===== src/sv/ktws_pkg.sv =====
package ktws_pkg;

  localparam int NUM_KEYS    = 19;
  localparam int WINDOW_BITS = 32;

  localparam int KEY_W   = 5;
  localparam int THR_W   = 6;
  localparam int TIMER_W = 8;
  localparam int CNT_W   = $clog2(WINDOW_BITS + 1);
  localparam int CMP_W   = (CNT_W > THR_W) ? CNT_W : THR_W;

  localparam int APB_AW = 3;
  localparam int APB_DW = 32;

  localparam int S_TDATA_W = 8;
  localparam int M_TDATA_W = 8;

  localparam logic [THR_W-1:0]   THR_RESET  = THR_W'(31);
  localparam logic [TIMER_W-1:0] SUST_RESET = TIMER_W'(250);
  localparam logic [TIMER_W-1:0] SUST_MIN   = TIMER_W'(1);
  localparam logic [TIMER_W-1:0] SUST_MAX   = TIMER_W'(254);

  // register index, taken from paddr[2]
  typedef enum logic [0:0] {
    REG_THRESHOLD = 1'b0,
    REG_SUSTAIN   = 1'b1
  } reg_idx_e;

  // live configuration, sustain already clamped to its legal range
  typedef struct packed {
    logic [THR_W-1:0]   threshold;
    logic [TIMER_W-1:0] sustain;
  } cfg_t;

  typedef struct packed {
    logic             valid;
    logic [KEY_W-1:0] key;
    logic             touched;
  } sample_t;

  typedef struct packed {
    logic valid;
    logic note_on;
  } note_evt_t;

endpackage


===== src/sv/ktws_cfg_regs.sv =====
module ktws_cfg_regs (
  input  logic                         clk_i,
  input  logic                         rst_ni,
  input  logic                         psel,
  input  logic                         penable,
  input  logic                         pwrite,
  input  logic [ktws_pkg::APB_AW-1:0]  paddr,
  input  logic [ktws_pkg::APB_DW-1:0]  pwdata,
  output logic [ktws_pkg::APB_DW-1:0]  prdata,
  output logic                         pready,
  output ktws_pkg::cfg_t               cfg_o
);

  logic [ktws_pkg::THR_W-1:0]   thr_q, thr_d;
  logic [ktws_pkg::TIMER_W-1:0] sust_q, sust_d;
  logic                         wr_en;
  ktws_pkg::reg_idx_e           reg_idx;

  assign pready  = 1'b1;
  assign wr_en   = psel & penable & pwrite & pready;
  assign reg_idx = ktws_pkg::reg_idx_e'(paddr[2]);

  always_comb begin
    thr_d  = thr_q;
    sust_d = sust_q;
    if (wr_en) begin
      unique case (reg_idx)
        ktws_pkg::REG_THRESHOLD: thr_d  = pwdata[ktws_pkg::THR_W-1:0];
        ktws_pkg::REG_SUSTAIN:   sust_d = pwdata[ktws_pkg::TIMER_W-1:0];
        default:                 thr_d  = thr_q;
      endcase
    end
  end

  always_ff @(posedge clk_i or negedge rst_ni) begin
    if (!rst_ni) begin
      thr_q  <= ktws_pkg::THR_RESET;
      sust_q <= ktws_pkg::SUST_RESET;
    end else begin
      thr_q  <= thr_d;
      sust_q <= sust_d;
    end
  end

  always_comb begin
    unique case (reg_idx)
      ktws_pkg::REG_THRESHOLD: prdata = ktws_pkg::APB_DW'(thr_q);
      ktws_pkg::REG_SUSTAIN:   prdata = ktws_pkg::APB_DW'(sust_q);
      default:                 prdata = '0;
    endcase
  end

  // clamp sustain to 1..254 so that sustain+1 always fits the timer
  always_comb begin
    cfg_o.threshold = thr_q;
    if (sust_q < ktws_pkg::SUST_MIN) begin
      cfg_o.sustain = ktws_pkg::SUST_MIN;
    end else if (sust_q > ktws_pkg::SUST_MAX) begin
      cfg_o.sustain = ktws_pkg::SUST_MAX;
    end else begin
      cfg_o.sustain = sust_q;
    end
  end

endmodule


===== src/sv/ktws_key_update.sv =====
module ktws_key_update (
  input  logic               clk_i,
  input  logic               rst_ni,
  input  ktws_pkg::cfg_t     cfg_i,
  input  ktws_pkg::sample_t  smp_i,
  output ktws_pkg::note_evt_t evt_o
);

  logic [ktws_pkg::WINDOW_BITS-1:0] hist_q [ktws_pkg::NUM_KEYS];
  logic [ktws_pkg::CNT_W-1:0]       cnt_q  [ktws_pkg::NUM_KEYS];
  logic [ktws_pkg::TIMER_W-1:0]     tmr_q  [ktws_pkg::NUM_KEYS];

  logic                             in_range;
  logic                             upd;
  logic [ktws_pkg::WINDOW_BITS-1:0] hist_rd, hist_d;
  logic [ktws_pkg::CNT_W-1:0]       cnt_rd, cnt_d;
  logic [ktws_pkg::TIMER_W-1:0]     tmr_rd, tmr_d;
  logic [ktws_pkg::TIMER_W-1:0]     sust_p1;
  logic                             oldest;
  logic                             qualify;

  assign in_range = smp_i.key < ktws_pkg::KEY_W'(ktws_pkg::NUM_KEYS);
  assign upd      = smp_i.valid & in_range;

  always_comb begin
    hist_rd = '0;
    cnt_rd  = '0;
    tmr_rd  = '0;
    if (in_range) begin
      hist_rd = hist_q[smp_i.key];
      cnt_rd  = cnt_q[smp_i.key];
      tmr_rd  = tmr_q[smp_i.key];
    end
  end

  assign oldest  = hist_rd[ktws_pkg::WINDOW_BITS-1];
  assign hist_d  = {hist_rd[ktws_pkg::WINDOW_BITS-2:0], smp_i.touched};
  assign sust_p1 = cfg_i.sustain + ktws_pkg::TIMER_W'(1);

  always_comb begin
    cnt_d = cnt_rd;
    if (smp_i.touched && !oldest) begin
      cnt_d = cnt_rd + ktws_pkg::CNT_W'(1);
    end else if (!smp_i.touched && oldest && (cnt_rd != '0)) begin
      cnt_d = cnt_rd - ktws_pkg::CNT_W'(1);
    end
  end

  assign qualify = ktws_pkg::CMP_W'(cnt_d) > ktws_pkg::CMP_W'(cfg_i.threshold);

  always_comb begin
    tmr_d = tmr_rd;
    if (smp_i.touched) begin
      if (qualify) begin
        tmr_d = (tmr_rd != '0) ? cfg_i.sustain : sust_p1;
      end
    end else if (tmr_rd != '0) begin
      tmr_d = tmr_rd - ktws_pkg::TIMER_W'(1);
    end
  end

  // note-on wins over note-off
  always_comb begin
    evt_o.valid   = 1'b0;
    evt_o.note_on = 1'b0;
    if (upd) begin
      if (tmr_d == sust_p1) begin
        evt_o.valid   = 1'b1;
        evt_o.note_on = 1'b1;
      end else if (tmr_d == ktws_pkg::TIMER_W'(1)) begin
        evt_o.valid = 1'b1;
      end
    end
  end

  always_ff @(posedge clk_i or negedge rst_ni) begin
    if (!rst_ni) begin
      for (int k = 0; k < ktws_pkg::NUM_KEYS; k++) begin
        hist_q[k] <= '0;
        cnt_q[k]  <= '0;
        tmr_q[k]  <= '0;
      end
    end else if (upd) begin
      hist_q[smp_i.key] <= hist_d;
      cnt_q[smp_i.key]  <= cnt_d;
      tmr_q[smp_i.key]  <= tmr_d;
    end
  end

  a_count_matches_window: assert property (@(posedge clk_i) disable iff (!rst_ni)
    upd |-> ($countones(hist_rd) == int'(cnt_rd)))
    else $error("touch count out of step with window");

  a_no_event_out_of_range: assert property (@(posedge clk_i) disable iff (!rst_ni)
    (smp_i.valid && !in_range) |-> !evt_o.valid)
    else $error("event for key outside the key range");

  a_qualified_touch_arms_timer: assert property (@(posedge clk_i) disable iff (!rst_ni)
    (upd && smp_i.touched && qualify) |=> (tmr_q[$past(smp_i.key)] != '0))
    else $error("qualified touch left timer idle");

endmodule


===== src/sv/key_touch_window_sustain_unit.sv =====
// Per-key touch debounce with note sustain. Each input word carries one touch sample
// for one key; the block keeps a 32-sample window and touched-sample count per key and
// a sustain timer, and emits a note-on word when a key's count exceeds the threshold
// with its timer idle (timer loaded to sustain+1) and a note-off word when set to 1.
// Keys at or above the key count are dropped without effect. Throughput is one word
// per cycle unless the output register stalls: a sample sits in the input register,
// the per-key read-modify-write of history, count and timer completes from it in the
// same cycle that it advances, and any event is loaded into the output register.
// Only the output register back-pressures the input, and the input register still
// takes one more word while an event waits. Config via APB: threshold at 0x0 (6 bits,
// reset 31), sustain at 0x4 (8 bits, reset 250, used as 1..254); write only while idle.
module key_touch_window_sustain_unit (
  input  logic                             clk_i,
  input  logic                             rst_ni,
  // sample stream
  input  logic                             s_axis_tvalid,
  output logic                             s_axis_tready,
  input  logic [ktws_pkg::S_TDATA_W-1:0]   s_axis_tdata,  // key_index[4:0], touched[5]
  // event stream
  output logic                             m_axis_tvalid,
  input  logic                             m_axis_tready,
  output logic [ktws_pkg::M_TDATA_W-1:0]   m_axis_tdata,  // event_key[4:0]
  output logic                             m_axis_tuser,  // note_on[0]
  // config port
  input  logic                             psel,
  input  logic                             penable,
  input  logic                             pwrite,
  input  logic [ktws_pkg::APB_AW-1:0]      paddr,
  input  logic [ktws_pkg::APB_DW-1:0]      pwdata,
  output logic [ktws_pkg::APB_DW-1:0]      prdata,
  output logic                             pready
);

  ktws_pkg::cfg_t      cfg;
  ktws_pkg::sample_t   smp;
  ktws_pkg::note_evt_t evt;

  // input register
  logic                         in_vld_q, in_vld_d;
  logic [ktws_pkg::KEY_W-1:0]   in_key_q, in_key_d;
  logic                         in_tch_q, in_tch_d;

  // output register
  logic                         out_vld_q, out_vld_d;
  logic [ktws_pkg::KEY_W-1:0]   out_key_q, out_key_d;
  logic                         out_on_q, out_on_d;

  logic                         s_acc;
  logic                         adv;

  ktws_cfg_regs u_cfg (
    .clk_i   (clk_i),
    .rst_ni  (rst_ni),
    .psel    (psel),
    .penable (penable),
    .pwrite  (pwrite),
    .paddr   (paddr),
    .pwdata  (pwdata),
    .prdata  (prdata),
    .pready  (pready),
    .cfg_o   (cfg)
  );

  // the held word moves on when the output register is free or being emptied
  assign adv           = in_vld_q & (~out_vld_q | m_axis_tready);
  assign s_axis_tready = ~in_vld_q | adv;
  assign s_acc         = s_axis_tvalid & s_axis_tready;

  assign smp.valid   = adv;
  assign smp.key     = in_key_q;
  assign smp.touched = in_tch_q;

  ktws_key_update u_upd (
    .clk_i  (clk_i),
    .rst_ni (rst_ni),
    .cfg_i  (cfg),
    .smp_i  (smp),
    .evt_o  (evt)
  );

  always_comb begin
    in_vld_d = in_vld_q;
    in_key_d = in_key_q;
    in_tch_d = in_tch_q;
    if (s_acc) begin
      in_vld_d = 1'b1;
      in_key_d = s_axis_tdata[ktws_pkg::KEY_W-1:0];
      in_tch_d = s_axis_tdata[ktws_pkg::KEY_W];
    end else if (adv) begin
      in_vld_d = 1'b0;
    end
  end

  always_comb begin
    out_vld_d = out_vld_q;
    out_key_d = out_key_q;
    out_on_d  = out_on_q;
    if (adv) begin
      out_vld_d = evt.valid;
      if (evt.valid) begin
        out_key_d = in_key_q;
        out_on_d  = evt.note_on;
      end
    end else if (m_axis_tready) begin
      out_vld_d = 1'b0;
    end
  end

  always_ff @(posedge clk_i or negedge rst_ni) begin
    if (!rst_ni) begin
      in_vld_q  <= 1'b0;
      out_vld_q <= 1'b0;
    end else begin
      in_vld_q  <= in_vld_d;
      out_vld_q <= out_vld_d;
    end
  end

  // payload, no reset needed
  always_ff @(posedge clk_i) begin
    in_key_q  <= in_key_d;
    in_tch_q  <= in_tch_d;
    out_key_q <= out_key_d;
    out_on_q  <= out_on_d;
  end

  assign m_axis_tvalid = out_vld_q;
  assign m_axis_tdata  = ktws_pkg::M_TDATA_W'(out_key_q);
  assign m_axis_tuser  = out_on_q;

  a_held_word_kept: assert property (@(posedge clk_i) disable iff (!rst_ni)
    (in_vld_q && !adv) |=> (in_vld_q && $stable(in_key_q) && $stable(in_tch_q)))
    else $error("pending sample overwritten");

  a_event_from_update: assert property (@(posedge clk_i) disable iff (!rst_ni)
    (!out_vld_q ##1 out_vld_q) |-> $past(adv && evt.valid))
    else $error("event word appeared without a sample update");

  a_event_key_matches: assert property (@(posedge clk_i) disable iff (!rst_ni)
    (adv && evt.valid) |=> (out_vld_q && (out_key_q == $past(in_key_q))))
    else $error("event word lost or carries wrong key");

endmodule

===== config.mk =====
export PLATFORM = sky130hd
export DESIGN_NAME = key_touch_window_sustain_unit
export DESIGN_NICKNAME = d
export VERILOG_FILES = /design/src/sv/ktws_pkg.sv /design/src/sv/ktws_cfg_regs.sv /design/src/sv/ktws_key_update.sv /design/src/sv/key_touch_window_sustain_unit.sv
export SDC_FILE = /design/constraint.sdc
export NUM_CORES = 2
export LEC_CHECK = 0
export ABC_AREA = 1
export BUFFER_PORTS_ARGS = -buffer_cell sky130_fd_sc_hd__buf_2
export CORE_ASPECT_RATIO = 1.4
export CORE_UTILIZATION = 50
export CTS_CLUSTER_DIAMETER = 200
export CTS_CLUSTER_SIZE = 14
export DETAILED_ROUTE_END_ITERATION = 12
export GPL_TIMING_DRIVEN = 1
export MAX_ROUTING_LAYER = met4
export PLACE_DENSITY_LB_ADDON = 0.3
export RECOVER_POWER = 25
export SLEW_MARGIN = 20
export SYNTH_ARGS = -nofsm -noshare
export SYNTH_HDL_FRONTEND = slang
export SYNTH_HIERARCHICAL = 1
export SYNTH_SLANG_ARGS = --single-unit

===== constraint.sdc =====
create_clock -name clk_i -period 6.45 [get_ports clk_i]
set_input_delay 0.645 -clock clk_i [delete_from_list [all_inputs] [get_ports clk_i]]
set_output_delay 0.645 -clock clk_i [all_outputs]
set_load 0.005 [all_outputs]

==> results.toml <==
[cts]
cts_tree = "done"
cts-htree-levels = 3
cts_hold_buffers = 0
cts-buffers-inserted = 74
clk_pin_slew_ns = 0.08
cts-root-buf = "clkbuf_16"
clock-sinks = 902
clock_latency_ns = 0.64
cts_buffer_depth = 3

[timing]
slew_violations = 250
setup-violations-final = 0
clock_skew_ns = 0.0302
rsz0062_at_grt = "no"
clock.fmax_ghz = 0.169
timing.final.crit_share_pct = 91.5
worst_slack_ns = 0.547
setup-tns-final_ns = 0
hold_viol = 0
worst_slew_pin_slew_ns = 5.05
slew_headroom_pct = -237
min_period_ns = 5.90

[floorplanning]
io_pins = 94
die_x_um = 242
start_util_pct = 50.4
chipHeight_um = 338
row_count = 123
die_area_sq_um = 82000
core_sq_um = 80200

[pwr]
p_int_mw = 8.58
p_per_area_nw_per_um2 = 274
p_clk_share_pct = 35.1
vdd_ir_drop_max_mv = 0.231
p_sw_mw = 3.23
pwr-share-comb_pct = 11.9
netSwitchingFraction_pct = 27.3
p_total_mw = 11.8
total_leakage_power_nw = 19.8
p_seq_share_pct = 53.1

[final_layout]
design_area_sq_um = 43200
drive_gt1_share_pct = 7.94
area_delta_synth_final_pct = 6.80
num-nets-final = 4538
final_core_util_pct = 53.8

[critical_path]
crit_buf_inv = 7
r2r-end = "out_key_q[0]"
crit_family = "simple AND/OR/NAND/NOR gates"
start_kind = "register"
crit_slowest_cell = "edfxtp_1"
cp_slowest_stage_delay_ns = 0.38
reg2reg_slack_ns = 0.55
required_ns = 6.79
crit_path_end_kind = "register"
crit_end = "out_key_q[0]"
cp_max_fo = 23
cp_common_cell = "nand2_1"
worst-path-stages = 35
arrival_ns = 6.24
rr_worst_depth = 35
reg2reg_from = "in_key_q[0]"
critPathKind = "register to register"
crit_start = "in_key_q[0]"

[synth]
ys_seq_area_share_pct = 56.0
synth.largest_area_cell = "dfrtp_1"
synth_cells = 4614
syn_avg_cell_area_sq_um = 8.76
syn-cell-area_sq_um = 40400
yosys-top-cells-count = "nand2_1, dfrtp_1, o21ai_0, a22oi_1, clkbuf_1"
ys_types = 49
ys_ff_latch = 902
synth_ff_type = "dfrtp_1"
synth_area_leaders = "dfrtp_1, nand2_1, o21ai_0"
ys_warn_count = 6
synth-edff-count = 12
yosysMostFrequentCell = "nand2_1"
ys_async_sr_fraction_pct = 98.7
netlist.area_leader.share_pct = 54.4

[route]
wl_um = 119000
wl_per_cell_um = 21.4
drc = 0
antenna_left = 0
drt-initial-drc-count = 3318
dr.pass1.iters = 6
vias = 32900
vias_per_cell = 5.91

[placement]
port_buffers = 37
gp_congestion = 0.919
placed_cell_area_sq_um = 41100
dp_slack_ns = 0.438
hpwl_um = 66600

[grt]
grt_use_total_pct = 29.8
grt_max_degree = 192
grt_pass1_vias = 31500
grt_pass1_wl_um = 185000
grt-ovfl-total = 0
antenna_found_initial = 1

[run_status]
status = "complete, but fails checks"
violations = "max-capacitance violations, max-slew violations"

[worst_hold_path]
hp-class = "input port to register"

[run]
drv_cap = 2
## worst min path at each step
stage / start / to / cells after the start
3_5_place_dp: u_upd/tmr_q[86] / u_upd/tmr_q[86] / 2
6_report: s_axis_tdata[1] / in_key_q[1] / 1
3_3_place_gp: u_cfg/thr_q[2] / u_cfg/thr_q[2] / 2
2_1_floorplan: rst_ni / in_vld_q / 0
4_1_cts: rst_ni / u_upd/cnt_q[60] / 1
5_1_grt: s_axis_tdata[2] / in_key_q[2] / 1
## worst reg2reg max path, delay by kind of cell (launching register included)
family / cells / cell delay [ns]
AO/OA/AOI/OAI: 7 / 0.81
adder cells (fa/ha/maj): 2 / 0.56
buffers and inverters: 7 / 1.26
AND/OR/NAND/NOR: 19 / 2.56
flip-flops: 1 / 0.38
## cell usage in the layout (no fill, tap or decap), types with 12 or more instances in the layout
cell type and count:
buf_4 95, nor2_2 33, nand4_1 17, inv_2 21
buf_2 36, a22oi_1 286, a21oi_1 151, o22ai_1 15
clkbuf_1 20, inv_1 136, a31oi_1 40, nand2_1 1492
nor2_1 111, dfrtp_1 879, clkbuf_16 75, o21ai_1 89
nand3_1 95, conb_1 28, a2111o_1 22, edfxtp_1 12
o21ai_0 699, nand2_2 18
## sequential cells by signal, indices dropped and copies added (netlist names)
register / count
u_upd/hist_q: 608
u_upd/tmr_q: 152
u_upd/cnt_q: 114
u_cfg/sust_q: 8
u_cfg/thr_q: 6
in_key_q: 5
out_key_q: 5
in_tch_q: 1
in_vld_q: 1
m_axis_tuser: 1
m_axis_tvalid: 1
## repair_timing
action | 4_1_cts | 5_1_grt
buffers inserted | 0 | 2
endpoints found under the setup margin | 0 | 6
resized for setup | 0 | 7
## power groups by stage
stage                     sequential (mW)  clock [mW]  combinational, mW
after floorplan                      6.29           0              0.941
after global placement               6.35           0               1.35
after detailed placement             6.36           0               1.38
after CTS                            6.26        4.21               1.39
after global routing                 6.30        4.41               1.56
final                                6.27        4.14               1.40
## layer usage
metal,track usage [%],up-vias,share of wire (%)
met2,47.9,1393,48
met3,3.56,335,7.1
met1,37.9,16100,40
met5,-,-,0
met4,13.0,0,5.0
li1,-,15000,-
## logic make-up (layout without fill, tap and decap cells)
family                     after synthesis  count (layout)  synth area share (%)
buffers and inverters                  552             410                  6.13
other                                    3              29                0.0279
DFF                                    902             902                  56.0
AOI/OAI and AO/OA                     1324            1324                  18.9
xor gates and xnor gates                 9               9                 0.195
and+or+nand+nor                       1813            1815                  18.4
adders and majority gates               11              11                 0.341
## cell type report
type | count | area, sq um
clock buffers | 92 | 1940
clock inverters | 6 | 82.6
fillers | 7321 | 37000
diodes | 1 | 2.50
well taps | 1062 | 1330
multi-input cells | 3187 | 15500
inverters | 169 | 653
flip-flops and latches | 902 | 22600
repair buffers | 143 | 1040
## per-stage QoR
stage	cells	hold slack [ns]
2_1_floorplan	4639	0.349
3_3_place_gp	5458	0.462
3_5_place_dp	5458	0.466
4_1_cts	5556	0.0870
5_1_grt	5562	0.163
6_report	5562	0.180
Power figures use the tool's default switching activity.
